File: src/hdl/chromatic_number_backtrack_core_defines.svh
`ifndef CHROMATIC_NUMBER_BACKTRACK_CORE_DEFINES_SVH
`define CHROMATIC_NUMBER_BACKTRACK_CORE_DEFINES_SVH

// Plain check, sampled on every rising clock edge outside reset
`define CNB_ASSERT(lbl, cond, msg) \
  lbl: assert property (@(posedge clk_i) disable iff (!rst_ni) (cond)) else $error(msg);

// Same-cycle implication
`define CNB_ASSERT_IMP(lbl, ante, cons, msg) \
  lbl: assert property (@(posedge clk_i) disable iff (!rst_ni) (ante) |-> (cons)) \
    else $error(msg);

// Next-cycle implication
`define CNB_ASSERT_NXT(lbl, ante, cons, msg) \
  lbl: assert property (@(posedge clk_i) disable iff (!rst_ni) (ante) |=> (cons)) \
    else $error(msg);

`endif

File: src/hdl/cnb_pkg.sv
`default_nettype none

package cnb_pkg;

  // Graph size limit
  localparam int MAX_VERTICES = 16;

  // Vertex index and count/color widths
  localparam int VIDX_W = $clog2(MAX_VERTICES);
  localparam int CNT_W  = $clog2(MAX_VERTICES + 1);

  // Fixed port field widths
  localparam int END_W   = 4;
  localparam int COUNT_W = 5;

  // Controller to datapath commands
  typedef struct packed {
    logic edge_wr;
    logic scan;
    logic place;
    logic backtrack;
    logic next_limit;
    logic finish;
  } cnb_cmd_t;

  // Datapath to controller status
  typedef struct packed {
    logic found;
    logic at_last;
    logic at_root;
  } cnb_sts_t;

endpackage

`default_nettype wire

File: src/hdl/chromatic_number_backtrack_core.sv
// Channel   | Signals                                   | Direction | Handshake
// ----------+-------------------------------------------+-----------+-------------------
// edge      | end_a_i, end_b_i, last_edge_i             | in        | start && !busy
// result    | min_colors_o                              | out       | result_strobe_o
// config    | cfg_data_i (vertex_count)                 | in        | cfg_valid_i && cfg_ready_o
//
// An ordinary edge is taken while idle; edges can be written back to back.
// The last edge starts the backtracking search: each step runs ST_SCAN (neighbor color
// scan), then ST_PICK (pick/place/backtrack); the step count depends on the graph and is
// exponential in the worst case; the result strobes in the cycle after the final step.
// Reset clears the adjacency matrix and search state, vertex_count resets to 1.
// The result is shown for one cycle only; cfg_ready_o is low while the search runs.
`default_nettype none

module chromatic_number_backtrack_core (
  input  logic                        clk_i,
  input  logic                        rst_ni,
  input  logic                        start,
  output logic                        busy,
  input  logic [cnb_pkg::END_W-1:0]   end_a_i,
  input  logic [cnb_pkg::END_W-1:0]   end_b_i,
  input  logic                        last_edge_i,
  input  logic                        cfg_valid_i,
  output logic                        cfg_ready_o,
  input  logic [cnb_pkg::COUNT_W-1:0] cfg_data_i,
  output logic                        result_strobe_o,
  output logic [cnb_pkg::COUNT_W-1:0] min_colors_o
);
  import cnb_pkg::*;

  cnb_cmd_t cmd;
  cnb_sts_t sts;
  logic     cfg_wr;

  // Config accepted only when the search is idle
  assign cfg_ready_o = !busy;
  assign cfg_wr      = cfg_valid_i && cfg_ready_o;

  cnb_ctrl u_ctrl (
    .clk_i           (clk_i),
    .rst_ni          (rst_ni),
    .start_i         (start),
    .last_edge_i     (last_edge_i),
    .sts_i           (sts),
    .cmd_o           (cmd),
    .busy_o          (busy),
    .result_strobe_o (result_strobe_o)
  );

  cnb_datapath u_datapath (
    .clk_i        (clk_i),
    .rst_ni       (rst_ni),
    .cmd_i        (cmd),
    .sts_o        (sts),
    .end_a_i      (end_a_i),
    .end_b_i      (end_b_i),
    .cfg_wr_i     (cfg_wr),
    .cfg_data_i   (cfg_data_i),
    .min_colors_o (min_colors_o)
  );

endmodule

`default_nettype wire

File: src/hdl/cnb_ctrl.sv
`default_nettype none
`include "chromatic_number_backtrack_core_defines.svh"

module cnb_ctrl (
  input  logic             clk_i,
  input  logic             rst_ni,
  input  logic             start_i,
  input  logic             last_edge_i,
  input  cnb_pkg::cnb_sts_t sts_i,
  output cnb_pkg::cnb_cmd_t cmd_o,
  output logic             busy_o,
  output logic             result_strobe_o
);
  import cnb_pkg::*;

  typedef enum logic [2:0] {
    ST_IDLE = 3'b001,
    ST_SCAN = 3'b010,
    ST_PICK = 3'b100
  } state_e;

  state_e state_q, state_d;
  logic   strobe_q, strobe_d;
  logic   last_req;

  assign busy_o          = (state_q != ST_IDLE);
  assign result_strobe_o = strobe_q;

  // Last edge request accepted
  assign last_req = start_i && !busy_o && last_edge_i;

  // Next state and commands
  always_comb begin
    state_d  = state_q;
    strobe_d = 1'b0;
    cmd_o    = '0;
    unique case (state_q)
      ST_IDLE: begin
        if (start_i) begin
          cmd_o.edge_wr = 1'b1;
          if (last_edge_i) begin
            state_d = ST_SCAN;
          end
        end
      end
      ST_SCAN: begin
        cmd_o.scan = 1'b1;
        state_d    = ST_PICK;
      end
      ST_PICK: begin
        state_d = ST_SCAN;
        priority if (sts_i.found && sts_i.at_last) begin
          cmd_o.finish = 1'b1;
          strobe_d     = 1'b1;
          state_d      = ST_IDLE;
        end else if (sts_i.found) begin
          cmd_o.place = 1'b1;
        end else if (sts_i.at_root) begin
          cmd_o.next_limit = 1'b1;
        end else begin
          cmd_o.backtrack = 1'b1;
        end
      end
      default: begin
        state_d = ST_IDLE;
      end
    endcase
  end

  // State registers
  always_ff @(posedge clk_i or negedge rst_ni) begin
    if (!rst_ni) begin
      state_q  <= ST_IDLE;
      strobe_q <= 1'b0;
    end else begin
      state_q  <= state_d;
      strobe_q <= strobe_d;
    end
  end

  `CNB_ASSERT_IMP(a_strobe_after_pick, strobe_q, $past(state_q == ST_PICK), "strobe w/o pick")
  `CNB_ASSERT_NXT(a_last_starts_search, last_req, state_q == ST_SCAN, "search not started")

endmodule

`default_nettype wire

File: src/hdl/cnb_datapath.sv
`default_nettype none
`include "chromatic_number_backtrack_core_defines.svh"

module cnb_datapath (
  input  logic                          clk_i,
  input  logic                          rst_ni,
  input  cnb_pkg::cnb_cmd_t             cmd_i,
  output cnb_pkg::cnb_sts_t             sts_o,
  input  logic [cnb_pkg::END_W-1:0]     end_a_i,
  input  logic [cnb_pkg::END_W-1:0]     end_b_i,
  input  logic                          cfg_wr_i,
  input  logic [cnb_pkg::COUNT_W-1:0]   cfg_data_i,
  output logic [cnb_pkg::COUNT_W-1:0]   min_colors_o
);
  import cnb_pkg::*;

  logic [MAX_VERTICES-1:0] adj_q    [MAX_VERTICES];
  logic [MAX_VERTICES-1:0] adj_d    [MAX_VERTICES];
  logic [CNT_W-1:0]        colors_q [MAX_VERTICES];
  logic [CNT_W-1:0]        colors_d [MAX_VERTICES];
  logic [MAX_VERTICES:0]   used_q, used_d;
  logic [VIDX_W-1:0]       depth_q, depth_d;
  logic [CNT_W-1:0]        limit_q, limit_d;
  logic [COUNT_W-1:0]      vcount_q;
  logic [COUNT_W-1:0]      result_q;

  logic [CNT_W-1:0]        nv;
  logic [VIDX_W-1:0]       nv_last;
  logic [VIDX_W-1:0]       depth_inc;
  logic [VIDX_W-1:0]       idx_a, idx_b;
  logic                    edge_ok;
  logic [MAX_VERTICES:0]   cand;
  logic [CNT_W-1:0]        pick_c;
  logic [CNT_W-1:0]        cur_c;

  // Effective vertex count: zero reads as one, saturate at the limit
  always_comb begin
    if (vcount_q == '0) begin
      nv = CNT_W'(1);
    end else if (int'(vcount_q) > MAX_VERTICES) begin
      nv = CNT_W'(MAX_VERTICES);
    end else begin
      nv = CNT_W'(vcount_q);
    end
  end
  assign nv_last   = VIDX_W'(nv - CNT_W'(1));
  assign depth_inc = depth_q + VIDX_W'(1);

  // Edge decode; self-loops and out-of-range ends are dropped
  assign idx_a   = VIDX_W'(end_a_i);
  assign idx_b   = VIDX_W'(end_b_i);
  assign edge_ok = (end_a_i != end_b_i) && (int'(end_a_i) < MAX_VERTICES)
                   && (int'(end_b_i) < MAX_VERTICES);

  // Lowest free color above the current one, within the trial limit
  assign cur_c = colors_q[depth_q];
  always_comb begin
    cand   = '0;
    pick_c = '0;
    for (int c = 1; c <= MAX_VERTICES; c++) begin
      cand[c] = !used_q[c] && (c > int'(cur_c)) && (c <= int'(limit_q));
    end
    for (int c = MAX_VERTICES; c >= 1; c--) begin
      if (cand[c]) begin
        pick_c = CNT_W'(c);
      end
    end
  end

  assign sts_o.found   = |cand;
  assign sts_o.at_last = (depth_q == nv_last);
  assign sts_o.at_root = (depth_q == '0);

  // Colors used by colored neighbors of the current vertex
  always_comb begin
    used_d = used_q;
    if (cmd_i.scan) begin
      used_d = '0;
      for (int u = 0; u < MAX_VERTICES; u++) begin
        if (adj_q[depth_q][u] && (u < int'(nv))) begin
          used_d[colors_q[u]] = 1'b1;
        end
      end
    end
  end

  // Graph and search state updates
  always_comb begin
    adj_d    = adj_q;
    colors_d = colors_q;
    depth_d  = depth_q;
    limit_d  = limit_q;
    if (cmd_i.edge_wr && edge_ok) begin
      adj_d[idx_a][idx_b] = 1'b1;
      adj_d[idx_b][idx_a] = 1'b1;
    end
    if (cmd_i.place) begin
      colors_d[depth_q]   = pick_c;
      colors_d[depth_inc] = '0;
      depth_d             = depth_inc;
    end
    if (cmd_i.backtrack) begin
      colors_d[depth_q] = '0;
      depth_d           = depth_q - VIDX_W'(1);
    end
    if (cmd_i.next_limit) begin
      colors_d[depth_q] = '0;
      limit_d           = limit_q + CNT_W'(1);
    end
    if (cmd_i.finish) begin
      for (int v = 0; v < MAX_VERTICES; v++) begin
        adj_d[v]    = '0;
        colors_d[v] = '0;
      end
      depth_d = '0;
      limit_d = CNT_W'(1);
    end
  end

  // Control and graph registers
  always_ff @(posedge clk_i or negedge rst_ni) begin
    if (!rst_ni) begin
      for (int v = 0; v < MAX_VERTICES; v++) begin
        adj_q[v]    <= '0;
        colors_q[v] <= '0;
      end
      depth_q  <= '0;
      limit_q  <= CNT_W'(1);
      vcount_q <= COUNT_W'(1);
    end else begin
      adj_q    <= adj_d;
      colors_q <= colors_d;
      depth_q  <= depth_d;
      limit_q  <= limit_d;
      if (cfg_wr_i) begin
        vcount_q <= cfg_data_i;
      end
    end
  end

  // Payload registers
  always_ff @(posedge clk_i) begin
    used_q <= used_d;
    if (cmd_i.finish) begin
      result_q <= COUNT_W'(limit_q);
    end
  end

  assign min_colors_o = result_q;

  `CNB_ASSERT(a_depth_in_range, depth_q <= nv_last, "search depth past last vertex")
  `CNB_ASSERT(a_limit_in_range, limit_q <= nv, "trial limit past vertex count")

endmodule

`default_nettype wire

File: config.mk
export PLATFORM = sky130hd
export DESIGN_NAME = chromatic_number_backtrack_core
export DESIGN_NICKNAME = d
export VERILOG_FILES = /design/src/hdl/cnb_pkg.sv /design/src/hdl/chromatic_number_backtrack_core.sv /design/src/hdl/cnb_ctrl.sv /design/src/hdl/cnb_datapath.sv
export VERILOG_INCLUDE_DIRS = /design/src /design/src/hdl
export SDC_FILE = /design/constraint.sdc
export NUM_CORES = 1
export LEC_CHECK = 0
export BUFFER_PORTS_ARGS = -buffer_cell sky130_fd_sc_hd__buf_2
export CORE_MARGIN = 1.5
export CORE_UTILIZATION = 35
export CTS_CLUSTER_SIZE = 24
export DETAILED_ROUTE_END_ITERATION = 8
export PLACE_DENSITY_LB_ADDON = 0.25
export SYNTH_ARGS = -nofsm -noshare
export SYNTH_HDL_FRONTEND = slang
export SYNTH_SLANG_ARGS = --single-unit
export TNS_END_PERCENT = 10
File: constraint.sdc
create_clock -name clk_i -period 5.08 [get_ports clk_i]
set_input_delay 0 -clock clk_i [delete_from_list [all_inputs] [get_ports clk_i]]
set_output_delay 0 -clock clk_i [all_outputs]
set_load 0.05 [all_outputs]
; After elaboration in Yosys (flattened, before gate mapping)
; Index checks and enable logic that the tools add are counted.
[totals]
latch_bits = 0
out_inout_bits = 8
n_memories = 0
in_bits = 18
register_bits = 376
romBits = 0
mem_bits_rw = 0
[classes]
n_div = 0
n_eq_ne = 8
n_shift = 0
n_lt_le_gt_ge = 93
n_reduce_logical = 97
addsub = 4
mul = 0
muxes = 126
bitwise = 26
[ops]
columns = operator, n
row1 = two-way mux 17 bit, 31
row2 = two-way mux 256 bit, 2
row3 = bitwise OR 256 bit, 2
row4 = two-way mux 80 bit, 4
row5 = bitwise OR 17 bit, 15
row6 = AND 80 bit, 3
row7 = inverter 80 bit, 2
row8 = demux 16 bit (select 4 bit), 2
row9 = two-way mux 5 bit, 24
row10 = less-than comparator 5 x 6 -> 1 bit (second input constant), 16
row11 = bitwise mux 80 bit, 1
row12 = demux 1 bit (select 5 bit), 16
row13 = greater-or-equal comparator 5 x 1 -> 1 bit (second input constant), 16
row14 = logical AND 1 bit, 73
row15 = binary-select mux 16 bit (select 4 bit), 1
row16 = two-way mux 16 bit, 4
row17 = demux 5 bit (select 4 bit), 2
row18 = greater-than comparator 4 x 5 -> 1 bit (first input constant), 8
row19 = <= comparator 4 x 5 -> 1 bit (first input constant), 8
row20 = less-than comparator 4 x 5 -> 1 bit (first input constant), 8
row21 = two-way mux 1 bit, 26
row22 = binary-select mux 5 bit (select 4 bit), 1
row23 = greater-or-equal comparator 5 bit (second input constant), 4
row24 = greater-than comparator 3 x 5 -> 1 bit (first input constant), 4
row25 = other kinds (37), 81

; Longest topological paths before layout
[logic_depth]
depth_word = 51
ltp_mapped = 15
ltp_nobuf = 12

; Cells and area by module
; Synthesis repeated with hierarchy kept, for this count alone.
[unflattened]
hier_cells = 2298
area_unflattened_um2 = 21642.0
[modules_own_cells]
columns = module, n_inst, seq_area_each_um2, area_per_inst_um2, cells_per_inst
row1 = cnb_datapath, 1, 9391.5, 21394.3, 2276
row2 = cnb_ctrl, 1, 101.3, 237.7, 20
row3 = chromatic_number_backtrack_core, 1, 0.0, 10.0, 2

; Worst setup path before layout
; OpenSTA, ideal clock, no wires.
[synth_path]
kind = reg2reg
startpoint = reg u_datapath.depth_q[1]
endpoint = reg u_datapath.used_q[14] (data pin)
t_required_ns = 4.809
path_buffers = 4
arrival_ns = 3.401
synth_period_minus_slack_ns = 3.672
stages_incl_launch_ff = 13
path_slack_ns = 1.408
cell_sequence = dfrtp_1 > buf_4 > buf_2 > buf_2 > buf_1 > mux4_2 > mux4_2 > and3_1 > nand2_1 > o22ai_1 > or4_1 > nor4_1 > o211ai_1
[synth_via]
elab_chain_len = 51
elab_cells_between_ends = 66
classes_between = 34 x mux / 16 x bitwise / 16 x reduce/logical
[synth_rtl]
columns = element, line
row1 = from (decl), cnb_datapath.sv:22  ; logic [VIDX_W-1:0] depth_q, depth_d;
row2 = from (signal assigned), cnb_datapath.sv:133  ; depth_q <= depth_d;
row3 = inverter 4 -> 5 bit (implied by the code) (*), cnb_datapath.sv:80  ; if (adj_q[depth_q][u] && (u < int'(nv))) begin
row4 = binary-select mux 16 bit (select 4 bit) (*), cnb_datapath.sv:80
row5 = two-way mux 16 bit (implied by the code) (*) (2 in series), cnb_datapath.sv:80
row6 = logical AND 1 bit, cnb_datapath.sv:80
row7 = two-way mux 17 bit, cnb_datapath.sv:80
row8 = two-way mux 17 bit, cnb_datapath.sv:77  ; if (cmd_i.scan) begin
row9 = bitwise OR 17 bit (no line), --
row10 = two-way mux 17 bit, cnb_datapath.sv:80
row11 = [... 34 more ...], --
row12 = bitwise OR 17 bit (no line), --
row13 = two-way mux 17 bit, cnb_datapath.sv:80
row14 = two-way mux 17 bit, cnb_datapath.sv:77
row15 = bitwise OR 17 bit (no line), --
row16 = two-way mux 17 bit, cnb_datapath.sv:80
row17 = two-way mux 17 bit, cnb_datapath.sv:77
row18 = bitwise OR 17 bit (no line), --
row19 = two-way mux 17 bit (*), cnb_datapath.sv:80
row20 = to (signal assigned), cnb_datapath.sv:143  ; used_q <= used_d;
row21 = to (decl), cnb_datapath.sv:21  ; logic [MAX_VERTICES:0] used_q, used_d;
; Mark *: on every way between the ends. The rest lies on a longest branch, timed or not. The select of a mux whose other input is x is not followed.
; A chain may end at the register's enable or synchronous reset.

==> metrics.txt <==
status=complete, no violations; drt pass-1 iters=6; post-synth top area share=40.6%; Crit. Startpoint=u_datapath.depth_q[0]$_DFFE_PN0P_; clock sinks=375; Root Buffer=clkbuf_16; main combinational cell family by area after synthesis=simple AND/OR/NAND/NOR gates; CTS resizes=0; DPL Wire Length=67.0 mm; max-capacitance violation count=0; CTS tree=built; WP buf/inv=0; Pwr Density=316 nW/um2; Synth Net Count=2402; post-synthesis mux area share=10.9%; share of layout cells above drive strength 1=13.5%; max-slew violations=0; Switch Pwr=0.00213 W; Antenna Nets Post-Route=0; FFs w/ async S/R, synth=94.4%; Setup TNS Final=0 ns; peak supply drop=0.255 mV; Setup CP Type=reg2reg; Reg clk slew, reported paths=0.06 ns; die width=252 um; Int Pwr=0.00553 W; Area Overhead vs Synth=12.4%; H-tree Lvls=2; mean post-synth cell area=9.11 um2; Hold Crit Class=in2async; via count=19900; Sw Ratio=27.8%; CTS Buffer Depth=3; Final nets=2408; I/O pin count=26; CTS Buf Count=45; Post-CTS Hold Buffers=14; reg2reg start=u_datapath.depth_q[0]$_DFFE_PN0P_; Finished Layout Cells=3198; synthesized cell area=21600 um2; Required @ worst endpoint=5.57 ns; Placed Area=22600 um2; flops & latches, synth=375; Reg power frac=43.9%; ys flop type=dfrtp_1; slowest cell delay on critical path=0.69 ns; adder-cell share of the synthesized area=0.579%; Pleak=10.1 nW; Starting Density=35.6%; clk_skew=0.0361 ns; number of setup buffers added after CTS=0; row cnt=90; power share of the clock group=43.3%; sequential-to-total area share from yosys stat=43.9%; first-pass GRT wire length=133 mm; RePlAce Congestion=1.01; Synth Area in Simple Gates=25.2%; yosys warns=0; Total Power=0.00767 W; Setup-failing EPs final=0; XOR/XNOR share of the synthesized area=0.607%; Die ar.=63300 um2; largest net degree at the start of global routing=157; Fmax=234 MHz; unrepaired setup endpoints after global routing=false; post-synth top area cell=dfrtp_1; R2R Setup Slk=0.80 ns; initial antenna violation count=5; Via-to-Cell Ratio=6.21; die height=252 um; Starting DRT DRC Count=2363; Max FO, Critical Path=23; Logic pwr share=12.8%; CP arrival=4.77 ns; total congestion overflow=0; final worst-path cycle share=84.2%; Slowest-stage cell, CP=dfrtp_4; Yosys cell types=88; post-route cell area=24300 um2; Global Route Usage Sum=28.4%; Compound-Gate Fraction of Synth Area=15.1%; Slew HR=31.6%; minimum clock period=4.28 ns; r2r worst-path depth=10; number of buffers added on ports=25; r2r endpoint=u_datapath.colors_q[15]$_DFF_PN0_; vias in the first global route=19400; clock latency on the worst-skew pair=0.61 ns; crit-path cells=mux4_2 -> a22oi_1 -> and2_1 -> a21oi_1 -> o221ai_1 -> nor3_4 -> and3_4 -> nand2_1 -> o21ai_1 -> a221oi_1; final number of hold-violating endpoints=0; final WL=90.0 mm; critical path's top delay family=compound AO/OA/AOI/OAI gates; largest cells by area after synthesis=dfrtp_1 (41%), nor2_1 (12%), mux4_2 (10%); DR DRC count=0; Post-synth EDFFs=21; Avg WL per Cell=28.1 um; Synth Instances=2374; Setup crit end kind=flop; Worst Setup Start Kind=flop; Worst Max-Slew Pin Slew=1.02 ns; fillcell total=6036; Placed Cells=3101; Core Footprint=60700 um2
[power by group through the flow]
stage | sequential (W) | combinational, W | clock [W]
after global placement | 0.00341 | 0.000941 | 0
after floorplan | 0.00332 | 0.000687 | 0
final | 0.00337 | 0.000979 | 0.00332
after CTS | 0.00337 | 0.000974 | 0.00338
after global routing | 0.00339 | 0.00107 | 0.00352
after detailed placement | 0.00342 | 0.000955 | 0
[synth_stat cells (17+ instances only)]
master / count
a21oi_1: 54
a22oi_1: 74
and2_1: 30
buf_2: 52
clkbuf_1: 61
dfrtp_1: 351
edfxtp_1: 21
inv_1: 27
mux4_2: 98
nand2_1: 178
nand2b_1: 33
nand3_1: 62
nand3b_1: 22
nor2_1: 679
nor2b_1: 17
nor3_1: 44
nor4_1: 25
o21ai_0: 63
o22ai_1: 186
or3_1: 25
[stage by stage]
| step | hold WS [ns] | setup slack, ns | util [%] |
|---|---|---|---|
| after floorplan | -0.296 | 1.41 | - |
| after global placement | 0.0884 | 0.863 | 37.3 |
| after detailed placement | 0.0992 | 0.851 | 37.3 |
| after CTS | 0.00242 | 0.855 | 40.0 |
| after global routing | 0.0404 | 0.579 | 40.0 |
| final | 0.0189 | 0.801 | 40.0 |
[worst reg2reg max path, cell delays in order, from the launching register on]
cell and delay (ns):
dfrtp_4 0.69, mux4_2 0.56, a22oi_1 0.50, and2_1 0.39, a21oi_1 0.19, o221ai_1 0.45
nor3_4 0.13, and3_4 0.22, nand2_1 0.47, o21ai_1 0.29, a221oi_1 0.29
[how the worst max path moves through the flow]
stage	endpoint	slack (ns)	cells after the start
floorplan	u_datapath.used_q[14]$_DFFE_PP_	1.41	12
global placement	u_datapath.used_q[12]$_DFFE_PP_	0.86	10
detailed placement	u_datapath.colors_q[15]$_DFF_PN0_	0.85	10
CTS	u_datapath.colors_q[15]$_DFF_PN0_	0.85	10
global route	u_datapath.colors_q[15]$_DFF_PN0_	0.58	10
finish	u_datapath.colors_q[15]$_DFF_PN0_	0.80	10
[cell type report]
| type | instances | area [um2] | area share [%] |
|---|---|---|---|
| multi-input combinational | 1833 | 11300 | 46.7 |
| sequential | 375 | 9500 | 39.1 |
| clock buffer | 65 | 1350 | 5.57 |
| tap | 782 | 978 | 4.03 |
| timing repair buffer | 97 | 823 | 3.39 |
| clock inverter | 15 | 175 | 0.721 |
| inverter | 28 | 113 | 0.463 |
| antenna | 3 | 7.51 | 0.0309 |
[cells by family (layout without fill, tap and decap cells)]
family | after synthesis | after routing
adders and majority gates | 10 | 10
buffers and inverters | 166 | 205
DFF | 375 | 375
AOI/OAI and AO/OA | 492 | 492
other | 0 | 3
muxes | 110 | 110
xor gates and xnor gates | 15 | 15
and+or+nand+nor | 1206 | 1206
[placed cells by master (no fill, tap or decap), types with 9 or more instances in the layout]
cell type	netlist	routed
ha_1	10	10
buf_12	1	9
a31oi_1	14	14
o21ai_0	63	63
nor2b_1	17	17
nor2_1	679	679
and2_1	30	30
nand3_1	62	62
mux4_2	98	98
nand2_1	178	178
and3_1	13	13
nand4_1	13	13
or2_2	12	12
buf_2	52	24
dfrtp_1	351	348
or3_1	25	25
inv_1	27	27
a22oi_1	74	74
nand3b_1	22	22
dlygate4sd3_1	0	14
buf_4	4	49
o22ai_1	186	186
o21ai_1	11	11
a21oi_1	54	54
nor4_1	25	25
o21ai_2	9	9
nor3_1	44	44
xnor2_1	12	12
nand2b_1	33	33
edfxtp_1	21	21
clkbuf_16	0	46
clkbuf_8	0	13
[routing by layer]
layer | wire (um) | track usage (%) | up-vias | part of all wire (%)
met3 | 6530 | 4.57 | 282 | 7.3
met4 | 5240 | 13.9 | 4 | 5.8
met1 | 34400 | 34.8 | 9863 | 38
met2 | 43800 | 48.6 | 1101 | 49
li1 | - | - | 8614 | -
met5 | 23 | 0 | - | 0.026
[flip-flops by register name, indices dropped and copies added, names as in the netlist]
signal	count
u_datapath.used_q	16
u_datapath.vcount_q	5
u_datapath.adj_q	256
u_ctrl.result_strobe_o	1
u_datapath.min_colors_o	5
u_datapath.colors_q	80
u_datapath.depth_q	4
u_datapath.limit_q	5
u_ctrl.state_q	3
Note: power is estimated with default switching activity, not from simulation.
